### src/rtl/vpf_pkg.sv
package vpf_pkg;

  // Result event codes.
  localparam logic [2:0] EV_SOF  = 3'd0;
  localparam logic [2:0] EV_BYTE = 3'd1;
  localparam logic [2:0] EV_EOF  = 3'd2;
  localparam logic [2:0] EV_IFS  = 3'd3;
  localparam logic [2:0] EV_ERR  = 3'd4;

  // Speed mode codes; idle means no frame is open.
  localparam logic [1:0] SPD_IDLE = 2'd0;
  localparam logic [1:0] SPD_1X   = 2'd1;
  localparam logic [1:0] SPD_4X   = 2'd2;

  // Configuration register indexes.
  localparam int unsigned CFG_IDX_W = 8;
  localparam logic [CFG_IDX_W-1:0] CFG_ACTIVE_HIGH = 8'd0;
  localparam logic [CFG_IDX_W-1:0] CFG_VERIFY_CSUM = 8'd1;
  localparam int unsigned CFG_DATA_W = 8;

  // Widths in quarter microseconds.
  localparam int unsigned WIDTH_W  = 16;
  localparam int unsigned SCALED_W = WIDTH_W + 2;
  localparam logic [WIDTH_W-1:0]  SOF1_MIN   = 16'd656;
  localparam logic [WIDTH_W-1:0]  SOF1_MAX   = 16'd980;
  localparam logic [WIDTH_W-1:0]  SOF4_MIN   = 16'd164;
  localparam logic [WIDTH_W-1:0]  SOF4_MAX   = 16'd248;
  localparam logic [WIDTH_W-1:0]  GLITCH_MAX = 16'd8;
  localparam logic [SCALED_W-1:0] BIT_MIN    = 18'd96;
  localparam logic [SCALED_W-1:0] SHORT_MAX  = 18'd388;
  localparam logic [SCALED_W-1:0] LONG_MAX   = 18'd680;
  localparam logic [SCALED_W-1:0] EOF_MIN    = 18'd960;
  localparam logic [SCALED_W-1:0] IFS_MIN    = 18'd1120;

  localparam logic [7:0] CRC_POLY = 8'h1D;
  localparam logic [7:0] CRC_INIT = 8'hFF;
  localparam logic [7:0] CRC_XOR  = 8'hFF;
  localparam logic [7:0] CSUM_MIN_BYTES = 8'd5;
  localparam logic [7:0] BYTE_COUNT_MAX = 8'hFF;

  typedef enum logic [2:0] {
    CLS_NONE,
    CLS_SOF1,
    CLS_SOF4,
    CLS_BIT,
    CLS_END,
    CLS_ERR
  } cls_kind_t;

  typedef struct packed {
    cls_kind_t kind;
    logic      bit_val;
    logic      ifs;
  } cls_t;

  typedef struct packed {
    logic [2:0]         event_kind;
    logic [7:0]         value;
    logic [7:0]         byte_index;
    logic [7:0]         crc_calc;
    logic               csum_present;
    logic               csum_ok;
    logic               csum_error_flag;
    logic [WIDTH_W-1:0] error_width;
  } res_t;

  // Byte-wise CRC-8, MSB first.
  function automatic logic [7:0] crc8_update(input logic [7:0] crc, input logic [7:0] data);
    logic [7:0] c;
    c = crc ^ data;
    for (int i = 0; i < 8; i++) begin
      c = c[7] ? ({c[6:0], 1'b0} ^ CRC_POLY) : {c[6:0], 1'b0};
    end
    return c;
  endfunction

endpackage

### src/rtl/vpf_classify.sv
module vpf_classify (
  input  logic                        pulse_level,
  input  logic [vpf_pkg::WIDTH_W-1:0] pulse_width,
  input  logic [1:0]                  speed_mode,
  input  logic                        active_high,
  output vpf_pkg::cls_t               cls
);
  import vpf_pkg::*;

  logic                active;
  logic [SCALED_W-1:0] scaled;

  assign active = (pulse_level == active_high);
  // At 4x the bit and end limits shrink by four, so scale the width instead; the glitch limit uses the raw width.
  assign scaled = (speed_mode == SPD_4X) ? {pulse_width, 2'b00} : {2'b00, pulse_width};

  always_comb begin
    cls.kind    = CLS_NONE;
    cls.bit_val = 1'b0;
    cls.ifs     = 1'b0;
    if (speed_mode == SPD_IDLE) begin
      if (active && pulse_width >= SOF1_MIN && pulse_width <= SOF1_MAX) begin
        cls.kind = CLS_SOF1;
      end else if (active && pulse_width >= SOF4_MIN && pulse_width <= SOF4_MAX) begin
        cls.kind = CLS_SOF4;
      end
    end else if (scaled >= BIT_MIN && scaled <= LONG_MAX) begin
      cls.kind    = CLS_BIT;
      cls.bit_val = ((scaled <= SHORT_MAX) == active);
    end else if (scaled > EOF_MIN) begin
      cls.kind = CLS_END;
      cls.ifs  = (scaled > IFS_MIN);
    end else if (pulse_width > GLITCH_MAX) begin
      cls.kind = CLS_ERR;
    end
  end

endmodule

### src/rtl/vpf_frame.sv
module vpf_frame (
  input  logic                        clk,
  input  logic                        rst,
  input  logic                        advance,
  input  vpf_pkg::cls_t               cls,
  input  logic [vpf_pkg::WIDTH_W-1:0] pulse_width,
  input  logic                        verify_checksum,
  input  logic                        out_ready,
  output logic                        out_valid,
  output logic [1:0]                  speed_mode,
  output vpf_pkg::res_t               res
);
  import vpf_pkg::*;

  logic [7:0] bit_shift, bit_shift_next;
  logic [2:0] bit_count, bit_count_next;
  logic [7:0] byte_count, byte_count_next;
  logic [7:0] crc_running, crc_running_next;
  logic [7:0] crc_before_last, crc_before_last_next;
  logic [7:0] last_byte, last_byte_next;
  logic [1:0] speed_mode_next;
  logic       emit;
  res_t       res_next;

  logic [7:0] shifted;
  logic       present;
  logic [7:0] calc;

  assign shifted = {bit_shift[6:0], cls.bit_val};
  assign present = (byte_count >= CSUM_MIN_BYTES);
  assign calc    = (present ? crc_before_last : crc_running) ^ CRC_XOR;

  always_comb begin
    speed_mode_next      = speed_mode;
    bit_shift_next       = bit_shift;
    bit_count_next       = bit_count;
    byte_count_next      = byte_count;
    crc_running_next     = crc_running;
    crc_before_last_next = crc_before_last;
    last_byte_next       = last_byte;
    emit                 = 1'b0;
    res_next             = '0;
    case (cls.kind)
      CLS_SOF1, CLS_SOF4: begin
        speed_mode_next      = (cls.kind == CLS_SOF1) ? SPD_1X : SPD_4X;
        bit_shift_next       = '0;
        bit_count_next       = '0;
        byte_count_next      = '0;
        crc_running_next     = CRC_INIT;
        crc_before_last_next = CRC_INIT;
        last_byte_next       = '0;
        emit                 = 1'b1;
        res_next.event_kind  = EV_SOF;
        res_next.value       = (cls.kind == CLS_SOF1) ? 8'd1 : 8'd4;
      end
      CLS_BIT: begin
        bit_count_next = bit_count + 3'd1;
        if (bit_count == 3'd7) begin
          bit_shift_next       = '0;
          crc_before_last_next = crc_running;
          crc_running_next     = crc8_update(crc_running, shifted);
          last_byte_next       = shifted;
          if (byte_count != BYTE_COUNT_MAX) begin
            byte_count_next = byte_count + 8'd1;
          end
          emit                = 1'b1;
          res_next.event_kind = EV_BYTE;
          res_next.value      = shifted;
          res_next.byte_index = byte_count;
        end else begin
          bit_shift_next = shifted;
        end
      end
      CLS_END, CLS_ERR: begin
        speed_mode_next      = SPD_IDLE;
        bit_shift_next       = '0;
        bit_count_next       = '0;
        byte_count_next      = '0;
        crc_running_next     = CRC_INIT;
        crc_before_last_next = CRC_INIT;
        last_byte_next       = '0;
        emit                 = 1'b1;
        if (cls.kind == CLS_END) begin
          // Partial bits of an unfinished byte are simply dropped here.
          res_next.event_kind      = cls.ifs ? EV_IFS : EV_EOF;
          res_next.value           = present ? last_byte : 8'd0;
          res_next.byte_index      = byte_count;
          res_next.crc_calc        = calc;
          res_next.csum_present    = present;
          res_next.csum_ok         = present && (calc == last_byte);
          res_next.csum_error_flag = verify_checksum && present && (calc != last_byte);
        end else begin
          res_next.event_kind  = EV_ERR;
          res_next.error_width = pulse_width;
        end
      end
      default: begin
      end
    endcase
  end

  always_ff @(posedge clk) begin
    if (rst) begin
      speed_mode      <= SPD_IDLE;
      bit_shift       <= '0;
      bit_count       <= '0;
      byte_count      <= '0;
      crc_running     <= CRC_INIT;
      crc_before_last <= CRC_INIT;
      last_byte       <= '0;
      out_valid       <= 1'b0;
    end else begin
      if (advance) begin
        speed_mode      <= speed_mode_next;
        bit_shift       <= bit_shift_next;
        bit_count       <= bit_count_next;
        byte_count      <= byte_count_next;
        crc_running     <= crc_running_next;
        crc_before_last <= crc_before_last_next;
        last_byte       <= last_byte_next;
      end
      if (advance && emit) begin
        out_valid <= 1'b1;
      end else if (out_ready) begin
        out_valid <= 1'b0;
      end
    end
  end

  always_ff @(posedge clk) begin
    if (advance && emit) begin
      res <= res_next;
    end
  end

  a_idle_clean: assert property (@(posedge clk) disable iff (rst)
    speed_mode == SPD_IDLE |-> bit_count == 3'd0 && byte_count == 8'd0)
    else $error("frame counters not clear while idle");

  a_end_to_idle: assert property (@(posedge clk) disable iff (rst)
    advance && (cls.kind == CLS_END || cls.kind == CLS_ERR) |=> speed_mode == SPD_IDLE)
    else $error("frame did not close after end or error");

  a_sof_speed: assert property (@(posedge clk) disable iff (rst)
    out_valid && res.event_kind == EV_SOF |-> res.value == 8'd1 || res.value == 8'd4)
    else $error("start item carries a bad speed");

  a_err_width: assert property (@(posedge clk) disable iff (rst)
    out_valid && res.event_kind != EV_ERR |-> res.error_width == '0)
    else $error("error width set on a non-error item");

  a_ok_needs_present: assert property (@(posedge clk) disable iff (rst)
    out_valid && res.csum_ok |-> res.csum_present && !res.csum_error_flag)
    else $error("checksum flags inconsistent");

endmodule

### src/rtl/vpw_pulse_frame_decoder.sv
// Channel  | Direction | Handshake              | Payload
// in       | input     | in_valid / in_ready    | pulse_level, pulse_width
// out      | output    | out_valid / out_ready  | event_kind .. error_width
// cfg      | input     | cfg_valid / cfg_ready  | cfg_index, cfg_data
//
// One pulse per cycle is taken unless the output stalls; a pulse's result passes the input
// register, then the result register. The rate is set by the frame state update.
// Reset is synchronous: the decoder goes idle, active_high = 0, verify_checksum = 1.
// A stalled output holds its result; the input register then keeps its pulse, and
// a new pulse is taken only once the input register is empty or moving on.
module vpw_pulse_frame_decoder (
  input  logic                                clk,
  input  logic                                rst,
  input  logic                                in_valid,
  output logic                                in_ready,
  input  logic                                pulse_level,
  input  logic [vpf_pkg::WIDTH_W-1:0]         pulse_width,
  output logic                                out_valid,
  input  logic                                out_ready,
  output logic [2:0]                          event_kind,
  output logic [7:0]                          value,
  output logic [7:0]                          byte_index,
  output logic [7:0]                          crc_calc,
  output logic                                csum_present,
  output logic                                csum_ok,
  output logic                                csum_error_flag,
  output logic [vpf_pkg::WIDTH_W-1:0]         error_width,
  input  logic                                cfg_valid,
  output logic                                cfg_ready,
  input  logic [vpf_pkg::CFG_IDX_W-1:0]       cfg_index,
  input  logic [vpf_pkg::CFG_DATA_W-1:0]      cfg_data
);
  import vpf_pkg::*;

  logic               active_high;
  logic               verify_checksum;
  logic               s1_valid;
  logic               s1_level;
  logic [WIDTH_W-1:0] s1_width;
  logic               advance;
  logic [1:0]         speed_mode;
  cls_t               cls;
  res_t               res;

  assign cfg_ready = 1'b1;
  assign advance   = s1_valid && (!out_valid || out_ready);
  assign in_ready  = !s1_valid || advance;

  always_ff @(posedge clk) begin
    if (rst) begin
      active_high     <= 1'b0;
      verify_checksum <= 1'b1;
      s1_valid        <= 1'b0;
    end else begin
      if (cfg_valid && cfg_index == CFG_ACTIVE_HIGH) begin
        active_high <= cfg_data[0];
      end
      if (cfg_valid && cfg_index == CFG_VERIFY_CSUM) begin
        verify_checksum <= cfg_data[0];
      end
      if (in_valid && in_ready) begin
        s1_valid <= 1'b1;
      end else if (advance) begin
        s1_valid <= 1'b0;
      end
    end
  end

  always_ff @(posedge clk) begin
    if (in_valid && in_ready) begin
      s1_level <= pulse_level;
      s1_width <= pulse_width;
    end
  end

  vpf_classify u_classify (
    .pulse_level (s1_level),
    .pulse_width (s1_width),
    .speed_mode  (speed_mode),
    .active_high (active_high),
    .cls         (cls)
  );

  vpf_frame u_frame (
    .clk             (clk),
    .rst             (rst),
    .advance         (advance),
    .cls             (cls),
    .pulse_width     (s1_width),
    .verify_checksum (verify_checksum),
    .out_ready       (out_ready),
    .out_valid       (out_valid),
    .speed_mode      (speed_mode),
    .res             (res)
  );

  assign event_kind      = res.event_kind;
  assign value           = res.value;
  assign byte_index      = res.byte_index;
  assign crc_calc        = res.crc_calc;
  assign csum_present    = res.csum_present;
  assign csum_ok         = res.csum_ok;
  assign csum_error_flag = res.csum_error_flag;
  assign error_width     = res.error_width;

endmodule
### config.mk
export PLATFORM = sky130hd
export DESIGN_NAME = vpw_pulse_frame_decoder
export DESIGN_NICKNAME = d
export VERILOG_FILES = /design/src/rtl/vpf_pkg.sv /design/src/rtl/vpf_classify.sv /design/src/rtl/vpf_frame.sv /design/src/rtl/vpw_pulse_frame_decoder.sv
export SDC_FILE = /design/constraint.sdc
export NUM_CORES = 1
export LEC_CHECK = 0
export BUFFER_PORTS_ARGS = -buffer_cell sky130_fd_sc_hd__buf_2
export CAP_MARGIN = 20
export CORE_MARGIN = 2
export CORE_UTILIZATION = 50
export CTS_CLUSTER_DIAMETER = 150
export DETAILED_ROUTE_END_ITERATION = 6
export PLACE_DENSITY = 0.78
export SYNTH_ARGS = -nofsm -noshare
export SYNTH_HDL_FRONTEND = slang
export SYNTH_SLANG_ARGS = --single-unit
export TNS_END_PERCENT = 10
### constraint.sdc
create_clock -name clk -period 3.9 [get_ports clk]
set_clock_uncertainty 0.1 [all_clocks]
set_input_delay 0.585 -clock clk [delete_from_list [all_inputs] [get_ports clk]]
set_output_delay 0.585 -clock clk [all_outputs]
set_load 0.005 [all_outputs]
-- Yosys cells after proc, flatten, opt, wreduce, memory -nomap -nowiden
Cells that the tools add are included.
- bits in registers: 111
- bits in latches: 0
- RAM bits: 0
- ROM bits: 0
- logic and storage cells: 140
- memories kept: 0
- add/subtract/negate cells: 2
- multiply operators: 0
- div/mod/pow operators: 0
- order comparisons: 11
- eq/ne operators: 15
- shift operators: 0
- muxes and demuxes: 48
- bitwise logic cells: 11
- reductions and logical operators: 32
- operator list (operator ; number):
    $pmux 8 s2 ; 5
    $mux 8 ; 7
    $mux 5 ; 8
    $pmux 11 s3 ; 1
    $not 4->4 ; 8
    $mux 27 ; 1
    $mux 3 ; 7
    $ge 18x7->1 const B ; 1
    $gt 18x10->1 const B ; 1
    $gt 18x11->1 const B ; 1
    $le 18x10->1 const B ; 1
    $le 18x9->1 const B ; 1
    $mux 18 ; 1
    $mux 17 ; 1
    $ge 16x10->1 const B ; 1
    $ge 16x8->1 const B ; 1
    $gt 16x4->1 const B ; 1
    $le 16x10->1 const B ; 1
    $le 16x8->1 const B ; 1
    $pmux 7 s2 ; 1
    $logic_and 1x1->1 ; 13
    $eq 3x3->1 const B ; 3
    $mux 1 ; 9
    $add 8x1->8 const B ; 1
    other kinds (29) ; 43

-- Depth between registers and ports, before layout
- depth after elaboration: 25
- depth in mapped cells: 12
- depth with buffers taken out: 10

-- Cells and area by module
A second synthesis with hierarchy kept.
- cells, all modules: 498
- area, all modules: 5238.8 µm²
- modules (own cells, without submodules) (module ; times used ; cells an instance ; area each (µm²) ; seq. area each (µm²)):
    vpf_frame ; 1 ; 367 ; 4001.3 ; 2282.2
    vpw_pulse_frame_decoder ; 1 ; 39 ; 684.4 ; 570.5
    vpf_classify ; 1 ; 92 ; 553.0 ; 0.0

-- Worst setup path before layout
No wires, ideal clock.
- path kind: register to register
- start point: reg u_frame.speed_mode[1]
- end point: reg u_frame.res[0] (netlist name)
- library setup time: 0.386 ns
- arrival time: 2.617 ns
- setup slack: 0.798 ns
- cell stages (with the launch flop): 10
- buffers on the path: 2
- cells stage by stage: dfxtp_1 -> nor2b_4 -> buf_6 -> mux2i_1 -> and2b_4 -> a221o_1 -> nor3_4 -> o31ai_4 -> inv_2 -> buf_2
- cells in the longest elaborated chain, start to end: 10
- elaborated cells between the ends (all ways): 18
- those cells by class: 3 x order compare; 6 x eq/ne; 5 x mux; 4 x reduce/logical
- RTL lines (item ; RTL line ; source):
    start, declared ; vpf_frame.sv:10 ; output logic [1:0] speed_mode,
    start signal, assigned ; vpf_frame.sv:114 ; speed_mode <= speed_mode_next;
    $eq 2x2->1 ; vpf_classify.sv:15 ; assign scaled = (speed_mode == SPD_4X) ? {pulse_width, 2'b00} : {2'b00, pulse_width};
    $mux 18 ; vpf_classify.sv:15 ;
    $gt 18x10->1 (tied with other cells) ; vpf_classify.sv:30 ; end else if (scaled > EOF_MIN) begin
    $mux 3 or $logic_and 1x1->1 (tied branches) ; vpf_classify.sv:30, vpf_classify.sv:27 ;
    $mux 3 ; vpf_classify.sv:27 ; end else if (scaled >= BIT_MIN && scaled <= LONG_MAX) begin
    $mux 3 * ; vpf_classify.sv:21 ; if (speed_mode == SPD_IDLE) begin
    $eq 3x2->1 (tied with other cells) ; vpf_frame.sv:43 ; case (cls.kind)
    $reduce_or 4->1 (no line) ; n/a ;
    $pmux 1 s2 * ; vpf_frame.sv:43 ;
    $logic_and 1x1->1 * ; vpf_frame.sv:131 ; if (advance && emit) begin
Mark *: on every way between the ends. The rest lies on a longest branch, timed or not.
A chain may end at the register's enable or synchronous reset.

-- Worst setup path in the final report
- start point: reg u_frame.speed_mode[0]
- end point: reg u_frame.byte_count[5]
- cells in the longest elaborated chain, start to end: 10
- elaborated cells between the ends (all ways): 21
- those cells by class: 3 x order compare; 8 x eq/ne; 5 x mux; 5 x reduce/logical
- RTL lines (item ; RTL line ; source):
    $eq 2x2->1 ; vpf_classify.sv:15 ;
    $mux 18 ; vpf_classify.sv:15 ;
    $gt 18x10->1 (tied with other cells) ; vpf_classify.sv:30 ;
    $mux 3 or $logic_and 1x1->1 (tied branches) ; vpf_classify.sv:30, vpf_classify.sv:27 ;
    $mux 3 ; vpf_classify.sv:27 ;
    $mux 3 * ; vpf_classify.sv:21 ;
    $eq 3x2->1 (tied with other cells) ; vpf_frame.sv:43 ;
    $reduce_or 4->1 (no line) ; n/a ;
    $reduce_bool 2->1 (no line) ; n/a ;
    $reduce_and 4->1 (no line) ; n/a ;
    end signal, assigned ; vpf_frame.sv:117 ; byte_count <= byte_count_next;
    end, declared ; vpf_frame.sv:17 ; logic [7:0] byte_count, byte_count_next;
Marked as above.

==> reports/qor.csv <==
stage,metric,value,unit
drt,via_per_inst,5.558,
die,pin_count,87,
power,sequentialPowerShare,62.8,%
sta,setup_viol,0,
layout,final_common_cell,buf_2,
sta,finalHoldViolCount,0,
layout,drive_above_1_share,22.56,%
power,p_clk_share,33.4,%
layout,fin_cells,690,
synth,async_reset_ff_share,0,%
synth,synth_ff_type,edfxtp_1,
sta,whs,256.8,ps
sta,worst_slack,643.8,ps
drt,dr.first_iter.drc_count,210,
worst_setup_path,criticalPathCategory,flip-flop to flip-flop,
cts,clock_latency,400,ps
layout,n_antenna_cell,0,
drt,drc,0,
power,internal_power,1.529,mW
drt,via_count,3835,
layout,layout_common_cells,"buf_2, edfxtp_1, dfxtp_1",
worst_setup_path,critPathRequiredTime,4120,ps
cts,cts_hold_buffers,0,
sta,rsz0062_at_grt,false,
synth,synth-edff-count,63,
cts,cts_setup_buffers,0,
placement,gp_congestion,0.9133,
synth,yosysTopAreaCell,edfxtp_1,
drt,dr.pass1.iters,4,
cts,clock-sinks,111,
die,die-area,11370,um2
sta,finalCritPeriodShare,83.49,%
drt,wirelength,10.18,mm
power,vdd.ir_drop.worst,0.1757,mV
worst_setup_path,arrival,3470,ps
power,combPwrFrac,3.8,%
sta,relSlewSlack,49.94,%
die,rows,37,
drt,drtAntennaViolNets,0,
die,dieWidth,106.6,um
outcome,outcome,completed,
worst_setup_path,cp-end-kind,flip-flop,
sta,layout_min_cycle_time,3256,ps
global_route,overflow,0,
power,p_sw_share,24.26,%
cts,cts_buffers,9,
cts,clk_path_buf_depth,2,
cts,cts-root-buf,clkbuf_8,
power,p_total,2.018,mW
global_route,grt_max_degree,44,
synth,ys_seq_area_share,54.16,%
synth,syn_inst,476,
min_path,hold_path.class,input pin to flip-flop,
power,power.switching,0.4896,mW
worst_setup_path,crit_fanout,13,
layout,num-nets-final,592,
sta,drv_slew,0,
synth,synth_area_leaders,"edfxtp_1, dfxtp_1, xnor2_1, mux2i_1, a21oi_1",
synth,yosysWarnings,0,
global_route,antenna_found_initial,0,
placement,placed_cell_area,5767,um2
sta,setup-tns-final,0,ps
synth,ys_ff_latch,111,
cts,cts_max_level,3,
synth,syn_area,5268,um2
die,dieHeight,106.6,um
placement,dp_slack,662.1,ps
global_route,track_usage,18.94,%
synth,avgSynthCellArea,11.07,um2
placement,dp.cells,674,
power,power.leakage,2.346,nW
cts,cts_resized,0,
layout,stdcell_area,5968,um2
sta,fmax,307.1,MHz
die,core-area,10280,um2
layout,post-route-util,58.07,%
layout,area_growth,13.30,%
global_route,grt_pass1_wl,16.99,mm
synth,yosysUniqueCellTypes,68,
global_route,grt_pass1_vias,3604,
placement,hpwl,7.281,mm
synth,yosysTopAreaCellShare,35.91,%
placement,portBuffers,78,
power,p_per_area,338.2,nW/um2
die,initial_utilization,51.25,%
cts,cts_tree,built,
cts,path_clk_slew,110,ps
sta,worst_pin_slew,750.9,ps
job,max_cap_viol_count,0,
worst_setup_path,start_kind,flip-flop,
drt,wl_per_cell,14.75,um
cell type report:
cell class / instances / area (um2)
Sequential cell: 111 / 2853
Fill cell: 893 / 4309
Clock inverter: 7 / 77.57
Tap cell: 136 / 170.2
Timing Repair Buffer: 89 / 485.5
Inverter: 7 / 26.28
Clock buffer: 9 / 123.9
Multi-Input combinational cell: 331 / 2232
power by group through the flow:
stage               Sequential [mW]  Combinational (mW)  Clock [mW]
floorplan                      1.28              0.0640           0
global placement               1.29              0.0745           0
detailed placement             1.29              0.0758           0
CTS                            1.27              0.0760       0.692
global route                   1.27              0.0854       0.733
finish                         1.27              0.0763       0.674
sequential cells by signal, summed over array words and instances, names as in the netlist:
name / cells
u_frame.speed_mode: 2
s1_level: 1
u_frame.bit_count: 3
u_frame.bit_shift: 7
u_frame.crc_before_last: 8
u_frame.byte_count: 8
verify_checksum: 1
active_high: 1
u_frame.last_byte: 8
s1_valid: 1
u_frame.out_valid: 1
u_frame.res: 46
u_frame.crc_running: 8
s1_width: 16
critical path, cell delays in order (launching register included):
cell      delay, ps
dfxtp_1         570
nand2b_1        420
mux2i_2         340
nor2b_4          90
a221o_1         430
nor3_4          250
o31ai_4         100
buf_4           200
or4_1           510
a21oi_1         160
cell usage after synthesis (11+ instances only):
master     n
nand2_1   19
edfxtp_1  63
nor3_1    18
a22oi_1   11
nand3_1   14
a31oi_1   13
dfxtp_1   48
mux2i_1   16
and2_1    21
xnor2_1   24
nor2_1    38
and3_1    11
a21oi_1   29
clkbuf_1  17
cell families (layout without fill, tap and decap cells):
family / after synthesis / in the layout / synth area share [%]
compound gates: 99 / 99 / 13.02
xor+xnor: 34 / 34 / 5.915
fa+ha+maj: 5 / 5 / 1.188
buf+inv: 39 / 112 / 3.824
flops: 111 / 111 / 54.16
mux: 18 / 18 / 3.515
other cells: 2 / 7 / 0.1426
simple gates: 168 / 168 / 18.24
final timing paths:
check,endpoint,slack (ps),start,depth (start not counted)
setup / recovery,u_frame.byte_count[5]$_SDFFE_PP0P_,640,u_frame.speed_mode[0]$_SDFFE_PP0P_,9
hold reg to reg,u_frame.last_byte[4]$_SDFFE_PP0P_,380,u_frame.last_byte[4]$_SDFFE_PP0P_,2
setup reg to reg,u_frame.byte_count[5]$_SDFFE_PP0P_,640,u_frame.speed_mode[0]$_SDFFE_PP0P_,9
hold / removal,s1_level$_DFFE_PP_,260,pulse_level,1
metal layers:
layer,vias to the layer above,track usage [%],part of all wire (%)
met5,-,0,0
li1,1896,-,-
met4,0,10.20,3.0
met3,22,3.161,5.5
met1,1803,25.36,45
met2,114,29.53,46
Note: power is estimated with default switching activity, not from simulation.
